===== config.mk =====
export PLATFORM = sky130hd
export DESIGN_NAME = encoder_speed_estimator
export DESIGN_NICKNAME = d
export VERILOG_FILES = /design/src/rtl/esest_pkg.sv /design/src/rtl/esest_seq.sv /design/src/rtl/encoder_speed_estimator.sv
export VERILOG_INCLUDE_DIRS = /design/src /design/src/rtl
export SDC_FILE = /design/constraint.sdc
export NUM_CORES = 2
export LEC_CHECK = 0
export BUFFER_PORTS_ARGS = -buffer_cell sky130_fd_sc_hd__buf_2
export CORE_MARGIN = 3
export CORE_UTILIZATION = 25
export CTS_CLUSTER_DIAMETER = 120
export DETAILED_ROUTE_END_ITERATION = 10
export PLACE_DENSITY = 0.51
export SLEW_MARGIN = 20
export SYNTH_ARGS = -nofsm -noshare
export SYNTH_HDL_FRONTEND = slang
export SYNTH_SLANG_ARGS = --single-unit

===== constraint.sdc =====
create_clock -name clock -period 8 [get_ports clock]
set_input_delay 1.2 -clock clock [delete_from_list [all_inputs] [get_ports clock]]
set_output_delay 1.2 -clock clock [all_outputs]
set_load 0.01 [all_outputs]

===== src/rtl/encoder_speed_estimator_assert.svh =====
// assertion macros for the encoder speed estimator
// used by the top level only, no other dependencies
`ifndef ENCODER_SPEED_ESTIMATOR_ASSERT_SVH
`define ENCODER_SPEED_ESTIMATOR_ASSERT_SVH

`ifndef SYNTH
`define ESE_ASSERT_IMP(lbl, clk, rst, ante, cons) \
   lbl: assert property (@(posedge clk) disable iff (rst) (ante) |-> (cons)) \
      else $error("assertion failed");
`define ESE_ASSERT_NXT(lbl, clk, rst, ante, cons) \
   lbl: assert property (@(posedge clk) disable iff (rst) (ante) |=> (cons)) \
      else $error("assertion failed");
`else
`define ESE_ASSERT_IMP(lbl, clk, rst, ante, cons)
`define ESE_ASSERT_NXT(lbl, clk, rst, ante, cons)
`endif

`endif


===== src/rtl/esest_pkg.sv =====
// shared types, register codes and microcode table of the encoder speed estimator
// no dependencies
`timescale 1ns / 1ps

package esest_pkg;

   // register file
   localparam int CSR_IDX_W  = 3;
   localparam int CSR_DATA_W = 16;

   localparam logic [CSR_IDX_W-1:0] CSR_LINES    = 3'd0;
   localparam logic [CSR_IDX_W-1:0] CSR_PERIOD   = 3'd1;
   localparam logic [CSR_IDX_W-1:0] CSR_INVERT   = 3'd2;
   localparam logic [CSR_IDX_W-1:0] CSR_DEADZONE = 3'd3;
   localparam logic [CSR_IDX_W-1:0] CSR_MAXTICKS = 3'd4;
   localparam logic [CSR_IDX_W-1:0] CSR_RADIUS   = 3'd5;

   localparam logic [15:0] RST_LINES    = 16'd512;
   localparam logic [7:0]  RST_PERIOD   = 8'd5;
   localparam logic        RST_INVERT   = 1'b0;
   localparam logic [14:0] RST_DEADZONE = 15'd0;
   localparam logic [14:0] RST_MAXTICKS = 15'd32767;
   localparam logic [15:0] RST_RADIUS   = 16'd0;

   // datapath widths and constants
   localparam int DELTA_W = 16;
   localparam int TICK_W  = 15;
   localparam int PROD_W  = 31;
   localparam int DIV_W   = 24;
   localparam int RPM_W   = 40;
   localparam int SPEED_W = 48;
   localparam int QX_W    = 48;
   localparam int PP_W    = 56;

   localparam logic [15:0]     RPM_SCALE   = 16'd60000;
   localparam logic [12:0]     TWO_PI_Q16  = 13'd6862;
   localparam logic [QX_W-1:0] RPM_POS_LIM = 48'h00_7F_FFFF_FFFF;
   localparam logic [QX_W-1:0] RPM_NEG_LIM = 48'h00_80_0000_0000;
   localparam logic [RPM_W-1:0] RPM_MAX    = 40'h7F_FFFF_FFFF;
   localparam logic [RPM_W-1:0] RPM_MIN    = 40'h80_0000_0000;

   // microcode
   localparam int STEP_W = 4;
   localparam int OP_W   = 4;
   localparam int COND_W = 3;

   localparam logic [OP_W-1:0] OP_IDLE  = 4'd0;
   localparam logic [OP_W-1:0] OP_DIFF  = 4'd1;
   localparam logic [OP_W-1:0] OP_INV   = 4'd2;
   localparam logic [OP_W-1:0] OP_LIMIT = 4'd3;
   localparam logic [OP_W-1:0] OP_PREP  = 4'd4;
   localparam logic [OP_W-1:0] OP_DIV   = 4'd5;
   localparam logic [OP_W-1:0] OP_SAT   = 4'd6;
   localparam logic [OP_W-1:0] OP_FILT  = 4'd7;
   localparam logic [OP_W-1:0] OP_ABS   = 4'd8;
   localparam logic [OP_W-1:0] OP_MULA  = 4'd9;
   localparam logic [OP_W-1:0] OP_MULB  = 4'd10;
   localparam logic [OP_W-1:0] OP_MULC  = 4'd11;
   localparam logic [OP_W-1:0] OP_MULD  = 4'd12;
   localparam logic [OP_W-1:0] OP_SIGN  = 4'd13;
   localparam logic [OP_W-1:0] OP_WRITE = 4'd14;
   localparam logic [OP_W-1:0] OP_NOP   = 4'd15;

   localparam logic [COND_W-1:0] C_NEVER      = 3'd0;
   localparam logic [COND_W-1:0] C_ALWAYS     = 3'd1;
   localparam logic [COND_W-1:0] C_NO_REQ     = 3'd2;
   localparam logic [COND_W-1:0] C_NOT_PRIMED = 3'd3;
   localparam logic [COND_W-1:0] C_NO_UPD     = 3'd4;
   localparam logic [COND_W-1:0] C_CNT_NZ     = 3'd5;
   localparam logic [COND_W-1:0] C_OUT_BUSY   = 3'd6;

   localparam logic [STEP_W-1:0] S_IDLE  = 4'd0;
   localparam logic [STEP_W-1:0] S_DIFF  = 4'd1;
   localparam logic [STEP_W-1:0] S_INV   = 4'd2;
   localparam logic [STEP_W-1:0] S_LIMIT = 4'd3;
   localparam logic [STEP_W-1:0] S_PREP  = 4'd4;
   localparam logic [STEP_W-1:0] S_DIV   = 4'd5;
   localparam logic [STEP_W-1:0] S_SAT   = 4'd6;
   localparam logic [STEP_W-1:0] S_FILT  = 4'd7;
   localparam logic [STEP_W-1:0] S_ABS   = 4'd8;
   localparam logic [STEP_W-1:0] S_MULA  = 4'd9;
   localparam logic [STEP_W-1:0] S_MULB  = 4'd10;
   localparam logic [STEP_W-1:0] S_MULC  = 4'd11;
   localparam logic [STEP_W-1:0] S_MULD  = 4'd12;
   localparam logic [STEP_W-1:0] S_SIGN  = 4'd13;
   localparam logic [STEP_W-1:0] S_WRITE = 4'd14;
   localparam logic [STEP_W-1:0] S_RET   = 4'd15;

   typedef struct packed {
      logic [OP_W-1:0]   op;
      logic [COND_W-1:0] cond;
      logic [STEP_W-1:0] target;
   } esest_uword_type;

   typedef struct packed {
      logic no_req;
      logic not_primed;
      logic no_upd;
      logic cnt_nz;
      logic out_busy;
   } esest_stat_type;

   function automatic esest_uword_type esest_ucode(input logic [STEP_W-1:0] addr);
      esest_uword_type uw;
      unique case (addr)
         S_IDLE:  uw = '{OP_IDLE,  C_NO_REQ,     S_IDLE};
         S_DIFF:  uw = '{OP_DIFF,  C_NOT_PRIMED, S_ABS};
         S_INV:   uw = '{OP_INV,   C_NEVER,      S_IDLE};
         S_LIMIT: uw = '{OP_LIMIT, C_NO_UPD,     S_ABS};
         S_PREP:  uw = '{OP_PREP,  C_NEVER,      S_IDLE};
         S_DIV:   uw = '{OP_DIV,   C_CNT_NZ,     S_DIV};
         S_SAT:   uw = '{OP_SAT,   C_NEVER,      S_IDLE};
         S_FILT:  uw = '{OP_FILT,  C_NEVER,      S_IDLE};
         S_ABS:   uw = '{OP_ABS,   C_NEVER,      S_IDLE};
         S_MULA:  uw = '{OP_MULA,  C_NEVER,      S_IDLE};
         S_MULB:  uw = '{OP_MULB,  C_NEVER,      S_IDLE};
         S_MULC:  uw = '{OP_MULC,  C_NEVER,      S_IDLE};
         S_MULD:  uw = '{OP_MULD,  C_NEVER,      S_IDLE};
         S_SIGN:  uw = '{OP_SIGN,  C_NEVER,      S_IDLE};
         S_WRITE: uw = '{OP_WRITE, C_OUT_BUSY,   S_WRITE};
         default: uw = '{OP_NOP,   C_ALWAYS,     S_IDLE};
      endcase
      return uw;
   endfunction

endpackage


===== src/rtl/esest_seq.sv =====
// microcode sequencer: step counter, control table lookup and conditional jumps
// depends on esest_pkg
`timescale 1ns / 1ps

module esest_seq
   import esest_pkg::*;
(
   input  logic                clock,
   input  logic                reset,
   input  esest_stat_type      stat,
   output logic [OP_W-1:0]     op
);

   logic [STEP_W-1:0] step_ff;
   logic [STEP_W-1:0] step_in;
   esest_uword_type   uw;
   logic              take;

   assign uw = esest_ucode(step_ff);
   assign op = uw.op;

   always_comb begin
      unique case (uw.cond)
         C_NEVER:      take = 1'b0;
         C_ALWAYS:     take = 1'b1;
         C_NO_REQ:     take = stat.no_req;
         C_NOT_PRIMED: take = stat.not_primed;
         C_NO_UPD:     take = stat.no_upd;
         C_CNT_NZ:     take = stat.cnt_nz;
         C_OUT_BUSY:   take = stat.out_busy;
         default:      take = 1'b0;
      endcase
      step_in = take ? uw.target : step_ff + 1'b1;
   end

   always_ff @(posedge clock) begin
      if (reset) begin
         step_ff <= S_IDLE;
      end else begin
         step_ff <= step_in;
      end
   end

endmodule


===== src/rtl/encoder_speed_estimator.sv =====
// encoder speed estimator: top level with register file, datapath and result register
// depends on esest_pkg, esest_seq and encoder_speed_estimator_assert.svh
// one item in flight at a time; from accept to rsp_valid: difference, invert, limit, divide
// prep, restoring divide, saturate, filter, abs, multiply, sign, write (waits on rsp_stall);
// the first item after reset and items with zero line count or period skip to abs
// reset: synchronous; configuration registers take their reset values, rpm state and baseline clear
`timescale 1ns / 1ps

`include "encoder_speed_estimator_assert.svh"

module encoder_speed_estimator
   import esest_pkg::*;
#(
   parameter int COUNT_WIDTH   = 16,
   parameter int FRACTION_BITS = 8
) (
   input  logic                       clock,
   input  logic                       reset,
   input  logic                       req_valid,
   output logic                       req_stall,
   input  logic [15:0]                req_raw_count,
   output logic                       rsp_valid,
   input  logic                       rsp_stall,
   output logic signed [DELTA_W-1:0]  rsp_tick_delta,
   output logic signed [RPM_W-1:0]    rsp_rpm_instant,
   output logic signed [RPM_W-1:0]    rsp_rpm_filtered,
   output logic signed [SPEED_W-1:0]  rsp_speed_cm_s,
   output logic                       rsp_rpm_updated,
   input  logic                       csr_valid,
   output logic                       csr_ready,
   input  logic [CSR_IDX_W-1:0]       csr_index,
   input  logic [CSR_DATA_W-1:0]      csr_data
);

   localparam int CW    = COUNT_WIDTH;
   localparam int EW    = (COUNT_WIDTH + 2 > 17) ? COUNT_WIDTH + 2 : 17;
   localparam int NUM_W = PROD_W + FRACTION_BITS;
   localparam int CNT_W = $clog2(NUM_W);

   // configuration
   logic [15:0]       lines_ff,  lines_in;
   logic [7:0]        period_ff, period_in;
   logic              invert_ff, invert_in;
   logic [TICK_W-1:0] dead_ff,   dead_in;
   logic [TICK_W-1:0] max_ff,    max_in;
   logic [15:0]       radius_ff, radius_in;

   // control state
   logic              primed_ff, primed_in;
   logic              upd_ff,    upd_in;
   logic              rsp_valid_ff, rsp_valid_in;
   logic [CW-1:0]     last_ff,   last_in;
   logic signed [RPM_W-1:0] inst_ff, inst_in;
   logic signed [RPM_W-1:0] filt_ff, filt_in;

   // working registers
   logic [CW-1:0]            raw_ff,   raw_in;
   logic signed [EW-1:0]     diff_ff,  diff_in;
   logic signed [DELTA_W-1:0] delta_ff, delta_in;
   logic [TICK_W-1:0]        mag_ff,   mag_in;
   logic                     neg_ff,   neg_in;
   logic [NUM_W-1:0]         num_ff,   num_in;
   logic [DIV_W-1:0]         div_ff,   div_in;
   logic [DIV_W-1:0]         rem_ff,   rem_in;
   logic [CNT_W-1:0]         cnt_ff,   cnt_in;
   logic [RPM_W-1:0]         smag_ff,  smag_in;
   logic                     sneg_ff,  sneg_in;
   logic [PP_W-1:0]          prod_ff,  prod_in;
   logic [SPEED_W-1:0]       acc_ff,   acc_in;
   logic signed [SPEED_W-1:0] speed_ff, speed_in;

   // result register
   logic signed [DELTA_W-1:0] rsp_delta_ff, rsp_delta_in;
   logic signed [RPM_W-1:0]   rsp_inst_ff,  rsp_inst_in;
   logic signed [RPM_W-1:0]   rsp_filt_ff,  rsp_filt_in;
   logic signed [SPEED_W-1:0] rsp_speed_ff, rsp_speed_in;
   logic                      rsp_upd_ff,   rsp_upd_in;

   logic [OP_W-1:0] op;
   esest_stat_type  stat;
   logic            out_busy;

   // combinational helpers
   logic [CW-1:0]         d_raw;
   logic signed [EW-1:0]  dz_s, mx_s, neg_diff;
   logic                  in_dz, over, under;
   logic [PROD_W-1:0]     scaled;
   logic [DIV_W:0]        trial;
   logic                  qbit;
   logic [QX_W-1:0]       qx;
   logic [RPM_W-1:0]      q40;
   logic signed [RPM_W:0] fsum;
   logic [39:0]           pp_lo;
   logic [31:0]           pp_hi;
   logic [44:0]           hi_prod;
   logic [36:0]           lo_prod;

   assign out_busy  = rsp_valid_ff && rsp_stall;
   assign req_stall = (op != OP_IDLE);
   assign csr_ready = 1'b1;

   assign stat.no_req     = !req_valid;
   assign stat.not_primed = !primed_ff;
   assign stat.no_upd     = !upd_ff;
   assign stat.cnt_nz     = (cnt_ff != '0);
   assign stat.out_busy   = out_busy;

   esest_seq u_seq (
      .clock (clock),
      .reset (reset),
      .stat  (stat),
      .op    (op)
   );

   assign d_raw    = raw_ff - last_ff;
   assign dz_s     = $signed(EW'(dead_ff));
   assign mx_s     = $signed(EW'(max_ff));
   assign neg_diff = -diff_ff;
   assign in_dz    = (diff_ff > -dz_s) && (diff_ff < dz_s);
   assign over     = (diff_ff > mx_s);
   assign under    = (diff_ff < -mx_s);
   assign scaled   = PROD_W'(mag_ff) * PROD_W'(RPM_SCALE);
   assign trial    = {rem_ff, num_ff[NUM_W-1]};
   assign qbit     = (trial >= {1'b0, div_ff});
   assign qx       = QX_W'(num_ff);
   assign q40      = RPM_W'(num_ff);
   assign fsum     = {inst_ff[RPM_W-1], inst_ff} + {filt_ff[RPM_W-1], filt_ff};
   assign pp_lo    = smag_ff[23:0] * radius_ff;
   assign pp_hi    = smag_ff[39:24] * radius_ff;
   assign hi_prod  = prod_ff[55:24] * TWO_PI_Q16;
   assign lo_prod  = prod_ff[23:0] * TWO_PI_Q16;

   always_comb begin
      lines_in     = lines_ff;
      period_in    = period_ff;
      invert_in    = invert_ff;
      dead_in      = dead_ff;
      max_in       = max_ff;
      radius_in    = radius_ff;
      primed_in    = primed_ff;
      upd_in       = upd_ff;
      last_in      = last_ff;
      inst_in      = inst_ff;
      filt_in      = filt_ff;
      raw_in       = raw_ff;
      diff_in      = diff_ff;
      delta_in     = delta_ff;
      mag_in       = mag_ff;
      neg_in       = neg_ff;
      num_in       = num_ff;
      div_in       = div_ff;
      rem_in       = rem_ff;
      cnt_in       = cnt_ff;
      smag_in      = smag_ff;
      sneg_in      = sneg_ff;
      prod_in      = prod_ff;
      acc_in       = acc_ff;
      speed_in     = speed_ff;
      rsp_delta_in = rsp_delta_ff;
      rsp_inst_in  = rsp_inst_ff;
      rsp_filt_in  = rsp_filt_ff;
      rsp_speed_in = rsp_speed_ff;
      rsp_upd_in   = rsp_upd_ff;
      rsp_valid_in = rsp_valid_ff && rsp_stall;

      if (csr_valid) begin
         unique case (csr_index)
            CSR_LINES:    lines_in  = csr_data;
            CSR_PERIOD:   period_in = csr_data[7:0];
            CSR_INVERT:   invert_in = csr_data[0];
            CSR_DEADZONE: dead_in   = csr_data[TICK_W-1:0];
            CSR_MAXTICKS: max_in    = csr_data[TICK_W-1:0];
            CSR_RADIUS:   radius_in = csr_data;
            default: ;
         endcase
      end

      unique case (op)
         OP_IDLE: begin
            if (req_valid) begin
               raw_in = CW'(req_raw_count);
            end
         end
         OP_DIFF: begin
            diff_in   = EW'($signed(d_raw));
            last_in   = raw_ff;
            primed_in = 1'b1;
            upd_in    = primed_ff && (lines_ff != '0) && (period_ff != '0);
            delta_in  = '0;
            neg_in    = 1'b0;
         end
         OP_INV: begin
            if (invert_ff) begin
               diff_in = neg_diff;
            end
         end
         OP_LIMIT: begin
            neg_in = !in_dz && diff_ff[EW-1];
            if (in_dz) begin
               delta_in = '0;
               mag_in   = '0;
            end else if (over) begin
               delta_in = DELTA_W'(mx_s);
               mag_in   = max_ff;
            end else if (under) begin
               delta_in = DELTA_W'(-mx_s);
               mag_in   = max_ff;
            end else begin
               delta_in = DELTA_W'(diff_ff);
               mag_in   = diff_ff[EW-1] ? TICK_W'(neg_diff) : TICK_W'(diff_ff);
            end
         end
         OP_PREP: begin
            num_in = NUM_W'(scaled) << FRACTION_BITS;
            div_in = DIV_W'(lines_ff) * DIV_W'(period_ff);
            rem_in = '0;
            cnt_in = CNT_W'(NUM_W - 1);
         end
         OP_DIV: begin
            rem_in = qbit ? DIV_W'(trial - {1'b0, div_ff}) : trial[DIV_W-1:0];
            num_in = {num_ff[NUM_W-2:0], qbit};
            cnt_in = cnt_ff - 1'b1;
         end
         OP_SAT: begin
            if (neg_ff) begin
               inst_in = (qx > RPM_NEG_LIM) ? $signed(RPM_MIN) : -$signed(q40);
            end else begin
               inst_in = (qx > RPM_POS_LIM) ? $signed(RPM_MAX) : $signed(q40);
            end
         end
         OP_FILT: begin
            filt_in = fsum[RPM_W:1];
         end
         OP_ABS: begin
            sneg_in = filt_ff[RPM_W-1];
            smag_in = filt_ff[RPM_W-1] ? RPM_W'(-filt_ff) : RPM_W'(filt_ff);
         end
         OP_MULA: begin
            prod_in = PP_W'(pp_lo);
         end
         OP_MULB: begin
            prod_in = prod_ff + {pp_hi, 24'b0};
         end
         OP_MULC: begin
            acc_in = SPEED_W'(hi_prod);
         end
         OP_MULD: begin
            acc_in = acc_ff + SPEED_W'(lo_prod[36:24]);
         end
         OP_SIGN: begin
            speed_in = sneg_ff ? -$signed(acc_ff) : $signed(acc_ff);
         end
         OP_WRITE: begin
            if (!out_busy) begin
               rsp_delta_in = delta_ff;
               rsp_inst_in  = inst_ff;
               rsp_filt_in  = filt_ff;
               rsp_speed_in = speed_ff;
               rsp_upd_in   = upd_ff;
               rsp_valid_in = 1'b1;
            end
         end
         default: ;
      endcase
   end

   always_ff @(posedge clock) begin
      if (reset) begin
         lines_ff     <= RST_LINES;
         period_ff    <= RST_PERIOD;
         invert_ff    <= RST_INVERT;
         dead_ff      <= RST_DEADZONE;
         max_ff       <= RST_MAXTICKS;
         radius_ff    <= RST_RADIUS;
         primed_ff    <= 1'b0;
         upd_ff       <= 1'b0;
         rsp_valid_ff <= 1'b0;
         last_ff      <= '0;
         inst_ff      <= '0;
         filt_ff      <= '0;
      end else begin
         lines_ff     <= lines_in;
         period_ff    <= period_in;
         invert_ff    <= invert_in;
         dead_ff      <= dead_in;
         max_ff       <= max_in;
         radius_ff    <= radius_in;
         primed_ff    <= primed_in;
         upd_ff       <= upd_in;
         rsp_valid_ff <= rsp_valid_in;
         last_ff      <= last_in;
         inst_ff      <= inst_in;
         filt_ff      <= filt_in;
      end
   end

   always_ff @(posedge clock) begin
      raw_ff       <= raw_in;
      diff_ff      <= diff_in;
      delta_ff     <= delta_in;
      mag_ff       <= mag_in;
      neg_ff       <= neg_in;
      num_ff       <= num_in;
      div_ff       <= div_in;
      rem_ff       <= rem_in;
      cnt_ff       <= cnt_in;
      smag_ff      <= smag_in;
      sneg_ff      <= sneg_in;
      prod_ff      <= prod_in;
      acc_ff       <= acc_in;
      speed_ff     <= speed_in;
      rsp_delta_ff <= rsp_delta_in;
      rsp_inst_ff  <= rsp_inst_in;
      rsp_filt_ff  <= rsp_filt_in;
      rsp_speed_ff <= rsp_speed_in;
      rsp_upd_ff   <= rsp_upd_in;
   end

   assign rsp_valid        = rsp_valid_ff;
   assign rsp_tick_delta   = rsp_delta_ff;
   assign rsp_rpm_instant  = rsp_inst_ff;
   assign rsp_rpm_filtered = rsp_filt_ff;
   assign rsp_speed_cm_s   = rsp_speed_ff;
   assign rsp_rpm_updated  = rsp_upd_ff;

   `ESE_ASSERT_NXT(a_busy_after_accept, clock, reset, req_valid && !req_stall, req_stall)
   `ESE_ASSERT_IMP(a_result_needs_prime, clock, reset, rsp_valid, primed_ff)
   `ESE_ASSERT_NXT(a_divide_ends, clock, reset, (op == OP_DIV) && (cnt_ff == '0), op == OP_SAT)

endmodule

==> results.json <==
{
  "worstSetupPathType": "reg -> reg",
  "dp_slack_ns": -0.02276,
  "layout.cells.non_filler": 12130,
  "gr-total-overflow": 0,
  "internal_power_mw": 8.516,
  "initial_core_util": 0.2525,
  "worstHoldPathType": "reg -> reg",
  "dr.first_iter.drc_count": 3115,
  "post-route-period-util": 0.9717,
  "clock_latency_ns": 0.73,
  "slew_headroom": 0.3044,
  "totalPowerFinal_mw": 13.15,
  "track_usage": 0.1321,
  "final_cell_area_um2": 85680,
  "grt_pass1_vias": 57870,
  "synth-async-reset-ratio": 0,
  "path_clk_slew_ns": 0.06,
  "slowest_delay_ns": 0.55,
  "cts-htree-levels": 3,
  "synthAdderAreaFrac": 0.3828,
  "io_pins": 188,
  "tns_ns": 0,
  "synth_cell_types": 80,
  "grt_max_degree": 129,
  "synth-xor-area-share": 0.05203,
  "avgSynthCellArea_um2": 9.580,
  "p_seq_frac": 0.318,
  "max_freq_mhz": 128.6,
  "vias": 55100,
  "cts_tree": "built",
  "cap_violations": 0,
  "die_y_um": 557.7,
  "dp_cells": 11950,
  "synth_compound_area_frac": 0.09928,
  "ys_seq_elements": 682,
  "finalClockSkew_ns": 0.06131,
  "arrival_ns": 8.17,
  "cts_inserted_buffers": 84,
  "worst_pin_slew_ns": 1.033,
  "hold_viol": 0,
  "min_period_ns": 7.774,
  "final_common_cell": "inv_1",
  "final-setup-viol-count": 0,
  "combPwrFrac": 0.366,
  "synth_edf_count": 497,
  "core_um2": 301300,
  "critPathSlowestCell": "fa_1",
  "synth_top_family_by_area": "adder cells",
  "cts_root_buf": "clkbuf_16",
  "clkPwrFrac": 0.316,
  "power.switching_mw": 4.637,
  "p_per_area_nw_per_um2": 153.5,
  "ant_nets": 0,
  "status": "finished, final reports clean",
  "portBuffers": 186,
  "rsz0062_at_grt": "yes",
  "drt-total-wl_mm": 206.8,
  "grt_pass1_wl_mm": 327.3,
  "cp.required_ns": 8.39,
  "synthFlopType": "edfxtp_1",
  "p_sw_frac": 0.3526,
  "yosysWarnings": 0,
  "area_growth_pct": 12.61,
  "crit_top_cell": "fa_1",
  "syn-num-nets": 9747,
  "syn_area_um2": 76090,
  "drtPass1Iterations": 6,
  "wl_per_cell_um": 17.04,
  "die_w_um": 557.7,
  "endpoint_kind": "flop",
  "layout-drive-gt1-share": 0.07099,
  "synth_cells": 7942,
  "gp_congestion": 0.9181,
  "antenna_found_initial": 5,
  "clock_path_buffers": 3,
  "fin_ws_ns": 0.2260,
  "die_area_um2": 311000,
  "report.final.slew_viol_count": 0,
  "cts.sinks": 682,
  "synth_mux_area_frac": 0.006890,
  "layout_common_cells": "1310 x inv_1, 971 x nand2_1, 938 x fa_1",
  "synth-simple-area-share": 0.1347,
  "power.leakage_nw": 38.24,
  "cts_hold_buf": 0,
  "max-vdd-ir-drop_v": 0.0001618,
  "place_area_um2": 82350,
  "post-dp-hpwl_mm": 167.2,
  "yosysSeqAreaShare": 0.2448,
  "rows": 201,
  "final_nets": 9904,
  "vias_per_cell": 4.541,
  "cp-start-kind": "flop",
  "remaining_drc_errors": 0,
  "worstPathMaxFanout": 4
}
timing repair:
item / in CTS / in global routing
setup endpoints to repair: 1 / 19
gates cloned: 0 / 1
hold endpoints to repair: 0 / 0
buffers inserted: 0 / 19
gates resized for setup: 1 / 27
pin swaps: 0 / 23
cell usage after synthesis (9+ instances only):
| cell | count | share of area |
|---|---|---|
| a2111oi_0 | 12 | 0.0014 |
| a211oi_1 | 85 | 0.0084 |
| a21boi_0 | 11 | 0.0011 |
| a21o_1 | 135 | 0.013 |
| a21oi_1 | 396 | 0.026 |
| a31o_2 | 9 | 0.0010 |
| a31oi_1 | 34 | 0.0028 |
| and2_1 | 309 | 0.025 |
| and3_1 | 52 | 0.0043 |
| and4_1 | 11 | 0.0013 |
| buf_1 | 11 | 0.00054 |
| clkbuf_1 | 280 | 0.014 |
| dfxtp_1 | 185 | 0.049 |
| edfxtp_1 | 497 | 0.20 |
| fa_1 | 938 | 0.25 |
| ha_1 | 827 | 0.14 |
| inv_1 | 1310 | 0.065 |
| mux2i_1 | 49 | 0.0064 |
| nand2_1 | 972 | 0.048 |
| nand2b_1 | 48 | 0.0039 |
| nand3_1 | 102 | 0.0067 |
| nand4_1 | 56 | 0.0046 |
| nor2_1 | 362 | 0.018 |
| nor2b_1 | 45 | 0.0037 |
| nor3_1 | 76 | 0.0050 |
| nor4_1 | 36 | 0.0030 |
| o2111ai_1 | 9 | 0.0010 |
| o211ai_1 | 30 | 0.0030 |
| o21a_1 | 46 | 0.0045 |
| o21ai_0 | 236 | 0.016 |
| o21bai_1 | 27 | 0.0027 |
| o22ai_1 | 10 | 0.00082 |
| o311ai_0 | 10 | 0.0012 |
| o31a_1 | 11 | 0.0013 |
| o31ai_1 | 56 | 0.0055 |
| o41ai_1 | 24 | 0.0028 |
| or2_2 | 15 | 0.0012 |
| or3_1 | 38 | 0.0031 |
| or4_1 | 34 | 0.0034 |
| xnor2_1 | 310 | 0.036 |
| xor2_1 | 142 | 0.016 |
cell families (layout without fill, tap and decap cells):
kind of cell,after synthesis,in the layout
xor+xnor,452,452
flops,682,682
mux,52,52
other cells,1,5
compound gates,1199,1199
simple gates,2184,2184
buf+inv,1607,1835
fa+ha+maj,1765,1765
registers in the layout (all words and copies together), names as in the netlist, 18 cells and up:
register	flops
div_ff	24
rem_ff	24
speed_ff	48
num_ff	39
diff_ff	18
acc_ff	48
prod_ff	56
smag_ff	40
rsp_speed_cm_s	48
inst_ff	40
rsp_rpm_instant	40
rsp_rpm_filtered	40
filt_ff	40
worst max-delay path, delay by kind of cell (launching register included):
| kind | cells | cell delay (ns) |
|---|---|---|
| compound gates | 15 | 2.52 |
| xor+xnor | 1 | 0.16 |
| fa+ha+maj | 8 | 3.35 |
| buf+inv | 3 | 0.26 |
| flops | 1 | 0.45 |
| simple gates | 5 | 0.71 |
path summary, 6_finish.rpt:
path	slack (ns)	end	cells past startpoint	from
worst max-delay path	0.23	prod_ff[52]	32	smag_ff[27]
worst max register to register	0.23	prod_ff[52]	32	smag_ff[27]
worst min register to register	0.42	rsp_speed_cm_s[47]	0	speed_ff[47]
worst min-delay path	0.42	rsp_speed_cm_s[47]	0	speed_ff[47]
cell type report:
| cell class | count | area (µm²) |
|---|---|---|
| inverter | 1311 | 4921 |
| tap | 3958 | 4952 |
| timing repair buffer | 367 | 2491 |
| sequential | 682 | 18630 |
| clock inverter | 49 | 740.7 |
| clock buffer | 108 | 2295 |
| fill | 31620 | 215600 |
| multi-input combinational | 5653 | 51640 |
| antenna | 4 | 10.01 |
power groups by stage:
stage	Combinational, mW	Sequential, mW	Clock [mW]
after floorplan	3.67	4.17	0
after global placement	4.71	4.26	0
after detailed placement	4.78	4.26	0
after CTS	4.82	4.18	4.30
after global routing	5.51	4.19	4.43
final	4.81	4.18	4.16
stage by stage:
| stage | util | hold slack [ns] |
|---|---|---|
| finish | 0.2844 | 0.4169 |
| global route | 0.2844 | 0.4211 |
| CTS | 0.2834 | 0.4183 |
| detailed placement | 0.2733 | 0.4045 |
| global placement | 0.2733 | 0.4051 |
| floorplan | - | 0.4003 |
metal layers:
layer	vias up	track usage	part of all wire
met5	-	0	0.00015
met4	4	0.04717	0.037
met3	294	0.01824	0.040
met2	1114	0.2315	0.49
met1	27280	0.1648	0.43
li1	26400	-	-
(Power assumes the default switching activity.)
